`src/rtl/pcmrs_pkg.sv`:
```
// Shared widths, constants and register codes of the PCM linear resampler.
package pcmrs_pkg;

	// Width of the sample counters of the sound.
	localparam int COUNT_BITS = 24;

	// Fixed field widths.
	localparam int SAMPLE_W  = 16;
	localparam int RATE_W    = 18;
	localparam int SCOUNT_W  = 24;
	localparam int CFG_W     = 24;
	localparam int CFG_IDX_W = 2;

	// A count never exceeds what the sample count register can hold.
	localparam int CNT_W = (COUNT_BITS < SCOUNT_W) ? COUNT_BITS : SCOUNT_W;

	// The ratio of rates is at most 24, so the output counter needs five more bits.
	localparam int OUT_W  = CNT_W + 5;
	localparam int PROD_W = OUT_W + RATE_W;
	localparam int DIV_W  = PROD_W;

	// Interpolation numerator: magnitude at most 2**15 times the target rate.
	localparam int MAG_W    = SAMPLE_W - 1 + RATE_W;
	localparam int MAC_HI_W = SAMPLE_W + 2;

	// Step counters of the serial units.
	localparam int MUL_CNT_W = $clog2(RATE_W);
	localparam int DIV_CNT_W = $clog2(DIV_W);

	// Result limit for one input sample.
	localparam int MAX_RESULTS = 48;
	localparam int RESULT_W    = $clog2(MAX_RESULTS + 1);

	localparam int SAMPLE_MAX = 2 ** (SAMPLE_W - 1) - 1;

	localparam logic [RATE_W-1:0] RATE_LOW     = RATE_W'(8000);
	localparam logic [RATE_W-1:0] RATE_HIGH    = RATE_W'(192000);
	localparam logic [RATE_W-1:0] DEFAULT_RATE = RATE_W'(44100);
	localparam logic [7:0]        U8_BIAS      = 8'h80;
	localparam logic [CNT_W-1:0]  COUNT_MAX    = '1;

	// Configuration register indexes.
	typedef enum logic [CFG_IDX_W-1:0] {
		REG_SOURCE_RATE,
		REG_TARGET_RATE,
		REG_EIGHT_BIT,
		REG_SAMPLE_COUNT
	} cfg_reg_t;

endpackage

```
`src/rtl/pcmrs_serial_mul.sv`:
```
// Unsigned shift-and-add multiplier that retires one multiplier bit per cycle.
module pcmrs_serial_mul (
	input  logic                           clk,
	input  logic                           arst_n,
	input  logic                           start,
	input  logic [pcmrs_pkg::OUT_W-1:0]    mcand,
	input  logic [pcmrs_pkg::RATE_W-1:0]   mplier,
	output logic                           done,
	output logic [pcmrs_pkg::PROD_W-1:0]   product
);
	import pcmrs_pkg::*;

	logic                 busy_q;
	logic                 done_q;
	logic [MUL_CNT_W-1:0] cnt_q;
	logic [OUT_W-1:0]     mcand_q;
	logic [OUT_W:0]       hi_q;
	logic [RATE_W-1:0]    lo_q;
	logic [OUT_W:0]       sum;

	// Add the multiplicand when the low multiplier bit is set.
	assign sum = lo_q[0] ? (hi_q + {1'b0, mcand_q}) : hi_q;

	// Load on start, then shift the partial product right once per cycle.
	always_ff @(posedge clk or negedge arst_n) begin
		if (!arst_n) begin
			busy_q  <= 1'b0;
			done_q  <= 1'b0;
			cnt_q   <= '0;
			mcand_q <= '0;
			hi_q    <= '0;
			lo_q    <= '0;
		end else begin
			done_q <= 1'b0;
			if (start) begin
				busy_q  <= 1'b1;
				cnt_q   <= MUL_CNT_W'(RATE_W - 1);
				mcand_q <= mcand;
				hi_q    <= '0;
				lo_q    <= mplier;
			end else if (busy_q) begin
				hi_q <= {1'b0, sum[OUT_W:1]};
				lo_q <= {sum[0], lo_q[RATE_W-1:1]};
				if (cnt_q == '0) begin
					busy_q <= 1'b0;
					done_q <= 1'b1;
				end else begin
					cnt_q <= cnt_q - 1'b1;
				end
			end
		end
	end

	assign done    = done_q;
	assign product = {hi_q[OUT_W-1:0], lo_q};

endmodule

```
`src/rtl/pcmrs_serial_div.sv`:
```
// Restoring divider that produces one quotient bit per cycle.
module pcmrs_serial_div (
	input  logic                          clk,
	input  logic                          arst_n,
	input  logic                          start,
	input  logic [pcmrs_pkg::DIV_W-1:0]   dividend,
	input  logic [pcmrs_pkg::RATE_W-1:0]  divisor,
	output logic                          done,
	output logic [pcmrs_pkg::DIV_W-1:0]   quotient,
	output logic [pcmrs_pkg::RATE_W-1:0]  remainder
);
	import pcmrs_pkg::*;

	logic                 busy_q;
	logic                 done_q;
	logic [DIV_CNT_W-1:0] cnt_q;
	logic [DIV_W-1:0]     dvd_q;
	logic [RATE_W-1:0]    rem_q;
	logic [RATE_W-1:0]    dsr_q;
	logic [RATE_W:0]      shifted;
	logic [RATE_W:0]      diff;
	logic                 fits;

	// Bring in the next dividend bit and try the subtraction.
	assign shifted = {rem_q, dvd_q[DIV_W-1]};
	assign diff    = shifted - {1'b0, dsr_q};
	assign fits    = shifted >= {1'b0, dsr_q};

	// Quotient bits fill the dividend register from the bottom as it empties.
	always_ff @(posedge clk or negedge arst_n) begin
		if (!arst_n) begin
			busy_q <= 1'b0;
			done_q <= 1'b0;
			cnt_q  <= '0;
			dvd_q  <= '0;
			rem_q  <= '0;
			dsr_q  <= '0;
		end else begin
			done_q <= 1'b0;
			if (start) begin
				busy_q <= 1'b1;
				cnt_q  <= DIV_CNT_W'(DIV_W - 1);
				dvd_q  <= dividend;
				rem_q  <= '0;
				dsr_q  <= divisor;
			end else if (busy_q) begin
				rem_q <= fits ? diff[RATE_W-1:0] : shifted[RATE_W-1:0];
				dvd_q <= {dvd_q[DIV_W-2:0], fits};
				if (cnt_q == '0) begin
					busy_q <= 1'b0;
					done_q <= 1'b1;
				end else begin
					cnt_q <= cnt_q - 1'b1;
				end
			end
		end
	end

	assign done      = done_q;
	assign quotient  = dvd_q;
	assign remainder = rem_q;

endmodule

```
`src/rtl/pcmrs_interp_mac.sv`:
```
// Serial signed multiply-accumulate for a*wa + b*wb, one weight bit per cycle.
module pcmrs_interp_mac (
	input  logic                                 clk,
	input  logic                                 arst_n,
	input  logic                                 start,
	input  logic signed [pcmrs_pkg::SAMPLE_W-1:0] a,
	input  logic signed [pcmrs_pkg::SAMPLE_W-1:0] b,
	input  logic        [pcmrs_pkg::RATE_W-1:0]   wa,
	input  logic        [pcmrs_pkg::RATE_W-1:0]   wb,
	output logic                                 done,
	output logic                                 neg,
	output logic        [pcmrs_pkg::MAG_W-1:0]    mag
);
	import pcmrs_pkg::*;

	logic                         busy_q;
	logic                         done_q;
	logic [MUL_CNT_W-1:0]         cnt_q;
	logic signed [SAMPLE_W-1:0]   a_q;
	logic signed [SAMPLE_W-1:0]   b_q;
	logic [RATE_W-1:0]            wa_q;
	logic [RATE_W-1:0]            wb_q;
	logic [MAC_HI_W-1:0]          hi_q;
	logic [RATE_W-1:0]            lo_q;
	logic [MAC_HI_W:0]            ext_hi;
	logic [MAC_HI_W:0]            ext_a;
	logic [MAC_HI_W:0]            ext_b;
	logic [MAC_HI_W:0]            sum;
	logic [MAC_HI_W+RATE_W-1:0]   num;
	logic [MAC_HI_W+RATE_W-1:0]   num_abs;

	// Sign-extend the partial sum and both samples to the adder width.
	assign ext_hi = {hi_q[MAC_HI_W-1], hi_q};
	assign ext_a  = {{(MAC_HI_W + 1 - SAMPLE_W){a_q[SAMPLE_W-1]}}, a_q};
	assign ext_b  = {{(MAC_HI_W + 1 - SAMPLE_W){b_q[SAMPLE_W-1]}}, b_q};
	assign sum    = ext_hi + (wa_q[0] ? ext_a : '0) + (wb_q[0] ? ext_b : '0);

	// Each cycle adds the selected samples and shifts the sum right arithmetically.
	always_ff @(posedge clk or negedge arst_n) begin
		if (!arst_n) begin
			busy_q <= 1'b0;
			done_q <= 1'b0;
			cnt_q  <= '0;
			a_q    <= '0;
			b_q    <= '0;
			wa_q   <= '0;
			wb_q   <= '0;
			hi_q   <= '0;
			lo_q   <= '0;
		end else begin
			done_q <= 1'b0;
			if (start) begin
				busy_q <= 1'b1;
				cnt_q  <= MUL_CNT_W'(RATE_W - 1);
				a_q    <= a;
				b_q    <= b;
				wa_q   <= wa;
				wb_q   <= wb;
				hi_q   <= '0;
				lo_q   <= '0;
			end else if (busy_q) begin
				hi_q <= sum[MAC_HI_W:1];
				lo_q <= {sum[0], lo_q[RATE_W-1:1]};
				wa_q <= {1'b0, wa_q[RATE_W-1:1]};
				wb_q <= {1'b0, wb_q[RATE_W-1:1]};
				if (cnt_q == '0) begin
					busy_q <= 1'b0;
					done_q <= 1'b1;
				end else begin
					cnt_q <= cnt_q - 1'b1;
				end
			end
		end
	end

	// Sign and magnitude of the finished numerator.
	assign num     = {hi_q, lo_q};
	assign num_abs = hi_q[MAC_HI_W-1] ? (~num + 1'b1) : num;
	assign neg     = hi_q[MAC_HI_W-1];
	assign mag     = num_abs[MAG_W-1:0];
	assign done    = done_q;

endmodule

```
`src/rtl/pcm_linear_resampler.sv`:
```
// Top level of the PCM linear resampler: registers, sequencer and output stage.
//
//   Channel   Handshake                Payload
//   input     raw_valid / raw_stall    raw_sample
//   output    res_valid / res_stall    out_sample, run_end
//   config    cfg_write                cfg_index, cfg_data
//
// Each result takes a serial multiply for the output position, a serial divide for its whole
// part and phase, a serial multiply-accumulate for the numerator, a serial divide by the target
// rate and a push step to hand the result on.
// Each sample also takes acceptance, the total multiply, the closing position multiply and the
// flush, and also the whole-part divide when the closing check needs it.
// One sample is worked at a time; raw_stall is high from acceptance to completion.
// A stall on the output holds the sequencer only when a finished result has nowhere to go.
// Reset is asynchronous and clears all counters; no clearing pass is needed.
module pcm_linear_resampler (
	input  logic                                  clk,
	input  logic                                  arst_n,
	input  logic                                  cfg_write,
	input  logic        [pcmrs_pkg::CFG_IDX_W-1:0] cfg_index,
	input  logic        [pcmrs_pkg::CFG_W-1:0]     cfg_data,
	input  logic                                  raw_valid,
	output logic                                  raw_stall,
	input  logic        [pcmrs_pkg::SAMPLE_W-1:0]  raw_sample,
	output logic                                  res_valid,
	input  logic                                  res_stall,
	output logic signed [pcmrs_pkg::SAMPLE_W-1:0]  out_sample,
	output logic                                  run_end
);
	import pcmrs_pkg::*;

	typedef enum logic [2:0] {
		ST_IDLE,
		ST_TOTAL,
		ST_POS,
		ST_WHOLE,
		ST_MAC,
		ST_QUO,
		ST_PUSH,
		ST_FLUSH
	} state_t;

	// Configuration.
	logic [RATE_W-1:0]          src_q;
	logic [RATE_W-1:0]          dst_q;
	logic                       eight_q;
	logic [CNT_W-1:0]           count_q;

	// Stream state and working registers.
	state_t                     state_q;
	logic [CNT_W-1:0]           k_q;
	logic signed [SAMPLE_W-1:0] prev_q;
	logic signed [SAMPLE_W-1:0] cur_q;
	logic [OUT_W-1:0]           outs_q;
	logic [RESULT_W-1:0]        n_q;
	logic [CNT_W+RATE_W-1:0]    cnt_dst_q;
	logic [PROD_W-1:0]          pos_q;
	logic [RATE_W-1:0]          phase_q;
	logic                       pick_prev_q;
	logic [SAMPLE_W-1:0]        val_q;
	logic [SAMPLE_W-1:0]        pend_q;
	logic                       pend_valid_q;
	logic                       mul_start_q;
	logic                       div_start_q;
	logic                       mac_start_q;

	// Output register.
	logic                       res_valid_q;
	logic [SAMPLE_W-1:0]        out_sample_q;
	logic                       run_end_q;

	// Unit connections.
	logic [OUT_W-1:0]           mul_mcand;
	logic [RATE_W-1:0]          mul_mplier;
	logic                       mul_done;
	logic [PROD_W-1:0]          mul_product;
	logic [DIV_W-1:0]           div_dividend;
	logic                       div_done;
	logic [DIV_W-1:0]           div_quo;
	logic [RATE_W-1:0]          div_rem;
	logic signed [SAMPLE_W-1:0] mac_a;
	logic [RATE_W-1:0]          mac_wa;
	logic                       mac_done;
	logic                       mac_neg;
	logic [MAG_W-1:0]           mac_mag;

	// Sequencer decisions.
	logic                       in_take;
	logic                       out_free;
	logic [PROD_W:0]            pos_next;
	logic                       total_hit;
	logic [CNT_W-1:0]           whole;
	logic                       use_prev;
	logic                       use_cur;
	logic [SCOUNT_W-1:0]        cnt_in;

	function automatic logic [RATE_W-1:0] clamp_rate(input logic [RATE_W-1:0] r);
		logic [RATE_W-1:0] res;
		if (r < RATE_LOW) begin
			res = RATE_LOW;
		end else if (r > RATE_HIGH) begin
			res = RATE_HIGH;
		end else begin
			res = r;
		end
		return res;
	endfunction

	// Unsigned 8-bit samples are re-biased by flipping the top bit and scaled by 256.
	function automatic logic [SAMPLE_W-1:0] convert(input logic [SAMPLE_W-1:0] raw,
			input logic eight);
		logic [SAMPLE_W-1:0] res;
		if (eight) begin
			res = {raw[7:0] ^ U8_BIAS, 8'h00};
		end else begin
			res = raw;
		end
		return res;
	endfunction

	// Apply the sign to the quotient magnitude and clip to the sample range.
	function automatic logic [SAMPLE_W-1:0] saturate(input logic [DIV_W-1:0] q,
			input logic neg);
		logic [SAMPLE_W-1:0] res;
		if (!neg) begin
			res = (q > DIV_W'(SAMPLE_MAX)) ? SAMPLE_W'(SAMPLE_MAX) : q[SAMPLE_W-1:0];
		end else if (q > DIV_W'(SAMPLE_MAX + 1)) begin
			res = {1'b1, {(SAMPLE_W - 1){1'b0}}};
		end else begin
			res = ~q[SAMPLE_W-1:0] + 1'b1;
		end
		return res;
	endfunction

	// Configuration writes; rates and count are stored already limited.
	assign cnt_in = cfg_data[SCOUNT_W-1:0];

	always_ff @(posedge clk or negedge arst_n) begin
		if (!arst_n) begin
			src_q   <= DEFAULT_RATE;
			dst_q   <= DEFAULT_RATE;
			eight_q <= 1'b0;
			count_q <= CNT_W'(1);
		end else if (cfg_write) begin
			case (cfg_reg_t'(cfg_index))
				REG_SOURCE_RATE: begin
					src_q <= clamp_rate(cfg_data[RATE_W-1:0]);
				end
				REG_TARGET_RATE: begin
					dst_q <= clamp_rate(cfg_data[RATE_W-1:0]);
				end
				REG_EIGHT_BIT: begin
					eight_q <= cfg_data[0];
				end
				REG_SAMPLE_COUNT: begin
					if (cnt_in == '0) begin
						count_q <= CNT_W'(1);
					end else if (cnt_in > SCOUNT_W'(COUNT_MAX)) begin
						count_q <= COUNT_MAX;
					end else begin
						count_q <= cnt_in[CNT_W-1:0];
					end
				end
				default: begin
				end
			endcase
		end
	end

	// Operand selection for the serial units; the multiplier and the divider are shared.
	assign mul_mcand    = (state_q == ST_TOTAL) ? OUT_W'(count_q) : outs_q;
	assign mul_mplier   = (state_q == ST_TOTAL) ? dst_q : src_q;
	assign div_dividend = (state_q == ST_WHOLE) ? pos_q : DIV_W'(mac_mag);
	assign mac_a        = pick_prev_q ? prev_q : cur_q;
	assign mac_wa       = dst_q - phase_q;

	pcmrs_serial_mul u_mul (
		.clk     (clk),
		.arst_n  (arst_n),
		.start   (mul_start_q),
		.mcand   (mul_mcand),
		.mplier  (mul_mplier),
		.done    (mul_done),
		.product (mul_product)
	);

	pcmrs_serial_div u_div (
		.clk       (clk),
		.arst_n    (arst_n),
		.start     (div_start_q),
		.dividend  (div_dividend),
		.divisor   (dst_q),
		.done      (div_done),
		.quotient  (div_quo),
		.remainder (div_rem)
	);

	pcmrs_interp_mac u_mac (
		.clk    (clk),
		.arst_n (arst_n),
		.start  (mac_start_q),
		.a      (mac_a),
		.b      (cur_q),
		.wa     (mac_wa),
		.wb     (phase_q),
		.done   (mac_done),
		.neg    (mac_neg),
		.mag    (mac_mag)
	);

	// Handshake and decision terms.
	assign in_take   = raw_valid && !raw_stall;
	assign out_free  = !res_valid_q || !res_stall;
	assign pos_next  = {1'b0, mul_product} + (PROD_W + 1)'(src_q);
	assign total_hit = pos_next > (PROD_W + 1)'(cnt_dst_q);
	assign whole     = div_quo[CNT_W-1:0];
	assign use_prev  = (k_q != '0) && (whole < k_q);
	assign use_cur   = (whole == k_q) && (({1'b0, k_q} + 1'b1) == {1'b0, count_q});

	// Sequencer: one sample at a time, results handed out through a pending register
	// so that the last one of a sample can be marked.
	always_ff @(posedge clk or negedge arst_n) begin
		if (!arst_n) begin
			state_q      <= ST_IDLE;
			k_q          <= '0;
			prev_q       <= '0;
			cur_q        <= '0;
			outs_q       <= '0;
			n_q          <= '0;
			cnt_dst_q    <= '0;
			pos_q        <= '0;
			phase_q      <= '0;
			pick_prev_q  <= 1'b0;
			val_q        <= '0;
			pend_q       <= '0;
			pend_valid_q <= 1'b0;
			mul_start_q  <= 1'b0;
			div_start_q  <= 1'b0;
			mac_start_q  <= 1'b0;
			res_valid_q  <= 1'b0;
			out_sample_q <= '0;
			run_end_q    <= 1'b0;
		end else begin
			mul_start_q <= 1'b0;
			div_start_q <= 1'b0;
			mac_start_q <= 1'b0;
			if (res_valid_q && !res_stall) begin
				res_valid_q <= 1'b0;
			end
			case (state_q)
				ST_IDLE: begin
					if (in_take && (k_q < count_q)) begin
						cur_q       <= convert(raw_sample, eight_q);
						n_q         <= '0;
						mul_start_q <= 1'b1;
						state_q     <= ST_TOTAL;
					end
				end
				ST_TOTAL: begin
					if (mul_done) begin
						cnt_dst_q   <= mul_product[CNT_W+RATE_W-1:0];
						mul_start_q <= 1'b1;
						state_q     <= ST_POS;
					end
				end
				ST_POS: begin
					if (mul_done) begin
						if ((n_q == RESULT_W'(MAX_RESULTS)) || total_hit) begin
							state_q <= ST_FLUSH;
						end else begin
							pos_q       <= mul_product;
							div_start_q <= 1'b1;
							state_q     <= ST_WHOLE;
						end
					end
				end
				ST_WHOLE: begin
					if (div_done) begin
						phase_q <= div_rem;
						if (use_prev || use_cur) begin
							pick_prev_q <= use_prev;
							mac_start_q <= 1'b1;
							state_q     <= ST_MAC;
						end else begin
							state_q <= ST_FLUSH;
						end
					end
				end
				ST_MAC: begin
					if (mac_done) begin
						div_start_q <= 1'b1;
						state_q     <= ST_QUO;
					end
				end
				ST_QUO: begin
					if (div_done) begin
						val_q   <= saturate(div_quo, mac_neg);
						state_q <= ST_PUSH;
					end
				end
				ST_PUSH: begin
					if (!pend_valid_q || out_free) begin
						if (pend_valid_q) begin
							res_valid_q  <= 1'b1;
							out_sample_q <= pend_q;
							run_end_q    <= 1'b0;
						end
						pend_q       <= val_q;
						pend_valid_q <= 1'b1;
						outs_q       <= outs_q + 1'b1;
						n_q          <= n_q + 1'b1;
						mul_start_q  <= 1'b1;
						state_q      <= ST_POS;
					end
				end
				ST_FLUSH: begin
					if (!pend_valid_q || out_free) begin
						if (pend_valid_q) begin
							res_valid_q  <= 1'b1;
							out_sample_q <= pend_q;
							run_end_q    <= 1'b1;
						end
						pend_valid_q <= 1'b0;
						prev_q       <= cur_q;
						k_q          <= k_q + 1'b1;
						state_q      <= ST_IDLE;
					end
				end
				default: begin
					state_q <= ST_IDLE;
				end
			endcase
		end
	end

	assign raw_stall  = (state_q != ST_IDLE);
	assign res_valid  = res_valid_q;
	assign out_sample = out_sample_q;
	assign run_end    = run_end_q;

`ifndef ASSERT_OFF
	// No result may be left behind when a sample completes.
	a_pend_empty_idle: assert property (@(posedge clk) disable iff (!arst_n)
		(state_q == ST_IDLE) |-> !pend_valid_q)
		else $error("pending result left over at end of sample");

	// A sample never gives more results than the limit.
	a_results_bound: assert property (@(posedge clk) disable iff (!arst_n)
		n_q <= RESULT_W'(MAX_RESULTS))
		else $error("too many results for one sample");

	// The output counter advances only when a result is handed on.
	a_outs_step: assert property (@(posedge clk) disable iff (!arst_n)
		!$stable(outs_q) |-> ($past(state_q) == ST_PUSH))
		else $error("output counter moved outside a result transaction");
`endif

endmodule
```
`config.mk`:
```
export PLATFORM = sky130hd
export DESIGN_NAME = pcm_linear_resampler
export DESIGN_NICKNAME = d
export VERILOG_FILES = /design/src/rtl/pcmrs_pkg.sv /design/src/rtl/pcmrs_serial_mul.sv /design/src/rtl/pcmrs_serial_div.sv /design/src/rtl/pcmrs_interp_mac.sv /design/src/rtl/pcm_linear_resampler.sv
export SDC_FILE = /design/constraint.sdc
export NUM_CORES = 2
export LEC_CHECK = 0
export BUFFER_PORTS_ARGS = -buffer_cell sky130_fd_sc_hd__buf_2
export CORE_ASPECT_RATIO = 1.5
export CORE_MARGIN = 1.5
export CORE_UTILIZATION = 51
export DETAILED_ROUTE_END_ITERATION = 12
export GPL_ROUTABILITY_DRIVEN = 0
export PLACE_DENSITY = 0.67
export SLEW_MARGIN = 20
export SYNTH_ARGS = -nofsm -noshare
export SYNTH_HDL_FRONTEND = slang
export SYNTH_SLANG_ARGS = --single-unit
```
`constraint.sdc`:
```
create_clock -name clk -period 5.9 [get_ports clk]
set_input_delay 0.885 -clock clk [delete_from_list [all_inputs] [get_ports clk]]
set_output_delay 0.885 -clock clk [all_outputs]
set_load 0.1 [all_outputs]
```
Word-level counts from Yosys, hierarchy flattened
Cells that the tools add are included.

Flip-flop bits (word level): 603. Output and inout port bits: 19.

Add/sub/neg operators: 15. $lt $le $gt $ge: 9. Equality and inequality tests: 26. Muxes and demuxes: 97. Bitwise operators: 4. Reduce and logical (&&, ||, !) cells: 47.

Operators by type and width (number): 2-to-1 mux 18 bit (16); 2-to-1 mux 47 bit (3); 2-to-1 mux 30 bit (3); 2-to-1 mux 16 bit (5); adder 47 x 18 -> 48 bit (1); greater-than comparator 48 x 42 -> 1 bit (1); less-than comparator 24 bit (2); 2-to-1 mux 24 bit (2); greater-than comparator 47 x 15 -> 1 bit (second input constant) (1); greater-than comparator 47 x 16 -> 1 bit (second input constant) (1); adder 19 bit (2); 2-to-1 mux 19 bit (2); 2-to-1 mux 1 bit (37); subtractor 18 bit (2); adder 33 x 1 -> 33 bit (second input constant) (1); 2-to-1 mux 33 bit (1); inverter 33 bit (1); adder 30 x 29 -> 30 bit (1); 2-to-1 mux 5 bit (6); 2-to-1 mux 6 bit (5); adder 29 x 1 -> 29 bit (second input constant) (1); 2-to-1 mux 29 bit (1); 2-to-1 mux 3 bit (9); AND reduction 2 bit (13); other kinds (42) (81).

Logic depth before layout (Yosys ltp)
Depth in word-level cells: 7. Mapped depth: 24.

Modules after synthesis
A second synthesis with hierarchy kept.

Cell total of the unflattened synthesis: 3800. Area total of the unflattened synthesis: 36580.1 um^2.

By module, submodules not included: pcm_linear_resampler (times used 1, cells each 2030, area each 19479.9 um^2, sequential area each 7948.9 um^2); pcmrs_interp_mac (times used 1, cells each 658, area each 6686.4 um^2, sequential area each 2777.7 um^2); pcmrs_serial_mul (times used 1, cells each 556, area each 5275.1 um^2, sequential area each 2077.0 um^2); pcmrs_serial_div (times used 1, cells each 556, area each 5138.7 um^2, sequential area each 2277.2 um^2).

Least setup slack after synthesis
No wires, ideal clock.

Kind: reg2reg. From: register src_q[0]. To: register pos_q[33]. Setup time: 0.127 ns. Arrival: 4.350 ns. Data required time: 5.773 ns. Setup slack: 1.423 ns. Stages on the path, launching flop included: 24. Path buffers: 2. Period minus slack after synthesis: 4.477 ns. Cell sequence: dfrtp_1 -> ha_1 -> inv_1 -> fa_1 -> nand2b_1 -> a21oi_1 -> o41ai_1 -> nand2_1 -> a21boi_0 -> nand2b_1 -> nor2b_1 -> nand2_1 -> xnor2_1 -> ha_1 -> a21oi_1 -> nand2_1 -> a221oi_1 -> o21ai_0 -> a211oi_1 -> a21o_1 -> nand4_1 -> buf_2 -> buf_6 -> mux2_1.

Longest elaborated chain between the ends: 5.

Ends and longest elaborated chain: from (decl) (RTL line pcm_linear_resampler.sv:44) `logic [RATE_W-1:0] src_q;`; from (signal assigned) (RTL line pcm_linear_resampler.sv:147) `src_q <= clamp_rate(cfg_data[RATE_W-1:0]);`; adder 47 x 18 -> 48 bit (RTL line pcm_linear_resampler.sv:214) `assign pos_next = {1'b0, mul_product} + (PROD_W + 1)'(src_q);`; greater-than comparator 48 x 42 -> 1 bit (RTL line pcm_linear_resampler.sv:215) `assign total_hit = pos_next > (PROD_W + 1)'(cnt_dst_q);`; logical OR 1 bit (RTL line pcm_linear_resampler.sv:268) `if ((n_q == RESULT_W'(MAX_RESULTS)) || total_hit) begin`; inverter 1 bit (no line); AND reduction 3 bit (no line); to (signal assigned) (RTL line pcm_linear_resampler.sv:271) `pos_q <= mul_product;`; to (decl) (RTL line pcm_linear_resampler.sv:57) `logic [PROD_W-1:0] pos_q;`.

No other way between the ends. A chain may end at the register's enable or synchronous reset.

Worst setup path in the final report
From: register src_q[0]. To: register pos_q[39].

The elaborated chain is that of the path after synthesis.

==> out/qor.yml <==
critical_path:
  path_buf_inv: 3
  worstSetupStartpoint: "src_q[0]$_DFFE_PN0P_"
  worstReg2RegStart: "src_q[0]$_DFFE_PN0P_"
  cp_top_family: "simple AND/OR/NAND/NOR gates"
  crit_slowest_cell: "buf_4"
  rr_endpoint: "pos_q[39]$_DFFE_PN0P_"
  crit_type: "reg2reg"
  arrival_ps: 5690
  cp_num_cells: 23
  crit_end: "pos_q[39]$_DFFE_PN0P_"
  cp_max_fo: 41
  reg2reg_slack_ps: 720
  crit_chain: "ha_1 -> inv_1 -> fa_1 -> nand2b_1 -> a21oi_1 -> o41ai_1 -> nand2_1 -> a21boi_0 -> buf_4 -> nand2b_1 -> nor2b_1 -> nand2_1 -> xnor2_1 -> ha_1 -> nand4_1 -> nor3_1 -> nand2_1 -> a21oi_1 -> a211oi_1 -> a21o_1 -> nand4_1 -> buf_4 -> mux2_2"
  critPathRequiredTime_ps: 6420
  critPathMaxStageDelay_ps: 460
  critPathLaunchType: "flop"
  reg2reg_depth: 23
  endpoint_kind: "flop"
  crit_path_frequent_cell: "nand2_1"
clock_tree:
  clockBufferDepth: 3
  cts_tree: "built"
  ctsResizeCount: 0
  hold_buffers: 0
  cts_htree_levels: 2
  cts-root-buf: "clkbuf_16"
  clock_latency_ps: 650
  cts_made_buffers: 58
  clk_pin_slew_ps: 70
  cts.sinks: 602
  cts_setup_buffers: 0
global_route:
  antenna_found_initial: 0
  grt_pass1_wl_um: 151000
  track_usage_pct: 27.0
  grt_pass1_vias: 27300
  grt_overflow: 0
  grt_max_degree: 154
timing:
  max_clock_freq_mhz: 193
  setup_tns_ps: 0
  finalClockSkew_ps: 27.6
  finalMaxSlewViolations: 0
  period_share_pct: 87.8
  hold_viol_final: 0
  grt_setup_unrepaired: "no"
  worst_slew_pin_slew_ps: 1190
  finalCriticalPeriod_ps: 5180
  slew_headroom_pct: 20.2
  setup_violations: 0
route:
  wl_per_cell_um: 20.2
  dr.pass1.iters: 5
  drc: 0
  drt-total-wl_um: 94800
  drt_iter0_drc: 1879
  ant_nets: 0
  vias: 27500
  vias_per_cell: 5.85
floorplan:
  chipWidth_um: 219
  coreArea_um2: 68900
  fp-row-count: 118
  start_util_pct: 51.6
  die_h_um: 326
  ios: 66
  die_area_um2: 71400
placement:
  dp.final_hpwl_um: 69600
  port_buffers: 65
  dp_cells: 4587
synth:
  synth_edf_count: 0
  yosys_most_used_dff: "dfrtp_1"
  netlist_instances: 3779
  synthArstFlopShare_pct: 100
  yosysWarnings: 0
  avgSynthCellArea_um2: 9.41
  syn_area_um2: 35600
  ys_ff_latch: 602
  syn_nets: 4052
  synth_seq_area_share_pct: 42.4
  synth.distinct_cells: 81
run_status:
  outcome: "completed"
final_layout:
  drive_gt1_share_pct: 10.3
  area_delta_synth_final_pct: 9.13
  nets: 4021
  final_cell_count_no_fill: 4698
  num_antenna_cells: 0
pwr:
  powerDensity_nw_per_um2: 453
  peakVddDrop_uv: 449
  power.total_uw: 17600
  p_leak_uw: 0.0175
job:
  cap_violations: 0
worst_hold_path:
  min_path_type: "in2async"
==> per-stage QoR <==
stage	hold WS (ps)	cell area, um2	worst slack (ps)	utilization, %
4_1_cts	172	38800	712	56.3
3_5_place_dp	448	36600	741	53.1
5_1_grt	198	38800	394	56.3
3_3_place_gp	453	36600	849	53.1
2_1_floorplan	439	35600	1420	-
6_report	176	38800	720	56.3
==> cells in the mapped netlist, types with 6 or more instances <==
library cell / number / area, um2
o31ai_1: 17 / 128
nor2b_1: 50 / 313
and2_1: 19 / 119
buf_2: 13 / 65.1
nand3_1: 96 / 480
mux2_2: 136 / 1530
nor3_1: 60 / 300
a311oi_1: 7 / 61.3
or2_2: 12 / 75.1
mux2i_1: 197 / 1970
a21o_1: 39 / 293
inv_1: 239 / 897
o21ai_0: 286 / 1430
xor2_1: 75 / 657
ha_1: 203 / 2540
fa_1: 23 / 460
o211ai_1: 36 / 270
buf_1: 28 / 105
nor4_1: 35 / 219
and3_1: 24 / 150
o22ai_1: 15 / 93.8
nand2_1: 403 / 1510
nor2_1: 281 / 1050
a21oi_1: 216 / 1080
o41ai_1: 9 / 78.8
dfstp_2: 13 / 342
or3_1: 23 / 144
nand4_1: 52 / 325
a211oi_1: 83 / 623
nand3b_1: 15 / 113
a211o_1: 9 / 78.8
xnor2_1: 152 / 1330
and4_1: 10 / 87.6
or4_1: 8 / 60.1
clkbuf_1: 142 / 533
a2111oi_0: 6 / 52.6
nand2b_1: 27 / 169
nor3b_1: 12 / 90.1
o21a_1: 19 / 143
a31oi_1: 22 / 138
dfrtp_1: 589 / 14700
==> cell usage in the layout (no fill, tap or decap), types with 36 or more instances in the layout <==
cell and instances:
a211oi_1 83, a21o_1 39, a21oi_1 216, buf_2 64, clkbuf_16 61, dfrtp_1 583
ha_1 203, inv_1 239, mux2_2 136, mux2i_1 197, nand2_1 403, nand3_1 96
nand4_1 52, nor2_1 280, nor2b_1 49, nor3_1 59, o211ai_1 36, o21ai_0 286
xnor2_1 152, xor2_1 75
==> sequential cells by signal, summed over array words and instances (netlist names), 24 cells and up <==
signal          count
count_q            24
k_q                24
outs_q             29
cnt_dst_q          42
u_mul.mcand_q      29
u_div.quotient     47
pos_q              47
u_mul.hi_q         29
==> cells by family after synthesis <==
group / after synthesis / share of synthesized area, %
adder cells (fa/ha/maj): 226 / 8.44
multiplexers: 337 / 9.98
AND/OR/NAND/NOR: 1141 / 15.0
flip-flops: 602 / 42.4
buffers and inverters: 431 / 4.68
AO/OA/AOI/OAI: 815 / 13.9
XOR/XNOR: 227 / 5.59
==> layer usage <==
| metal | vias up | track usage [%] | wire length, um |
|---|---|---|---|
| met3 | 211 | 2.62 | 3300 |
| li1 | 13200 | - | - |
| met1 | 13500 | 32.8 | 38500 |
| met4 | 0 | 14.5 | 5590 |
| met2 | 591 | 46.8 | 47400 |
| met5 | - | 0 | 0 |
==> layout make-up <==
type / instances / area (um2)
flip-flops and latches: 602 / 15100
clock buffers: 80 / 1700
multi-input cells: 2746 / 18900
inverters: 242 / 908
clock inverters: 30 / 475
repair buffers: 98 / 637
well taps: 900 / 1130
fillers: 6112 / 30100
==> where the power goes <==
part	switching [uW]	internal [uW]	total, uW
combinational	4200	3140	7340
sequential	1080	4900	5980
clock	1710	2540	4250
==> worst min-delay path by stage <==
stage                                endpoint  cells past startpoint
finish              out_sample[1]$_DFFE_PN0P_                      1
global route        out_sample[1]$_DFFE_PN0P_                      1
CTS                 out_sample[1]$_DFFE_PN0P_                      1
detailed placement      pend_q[3]$_DFFE_PN0P_                      2
global placement        pend_q[3]$_DFFE_PN0P_                      2
floorplan              pend_q[15]$_DFFE_PN0P_                      2
(Power assumes the default switching activity.)
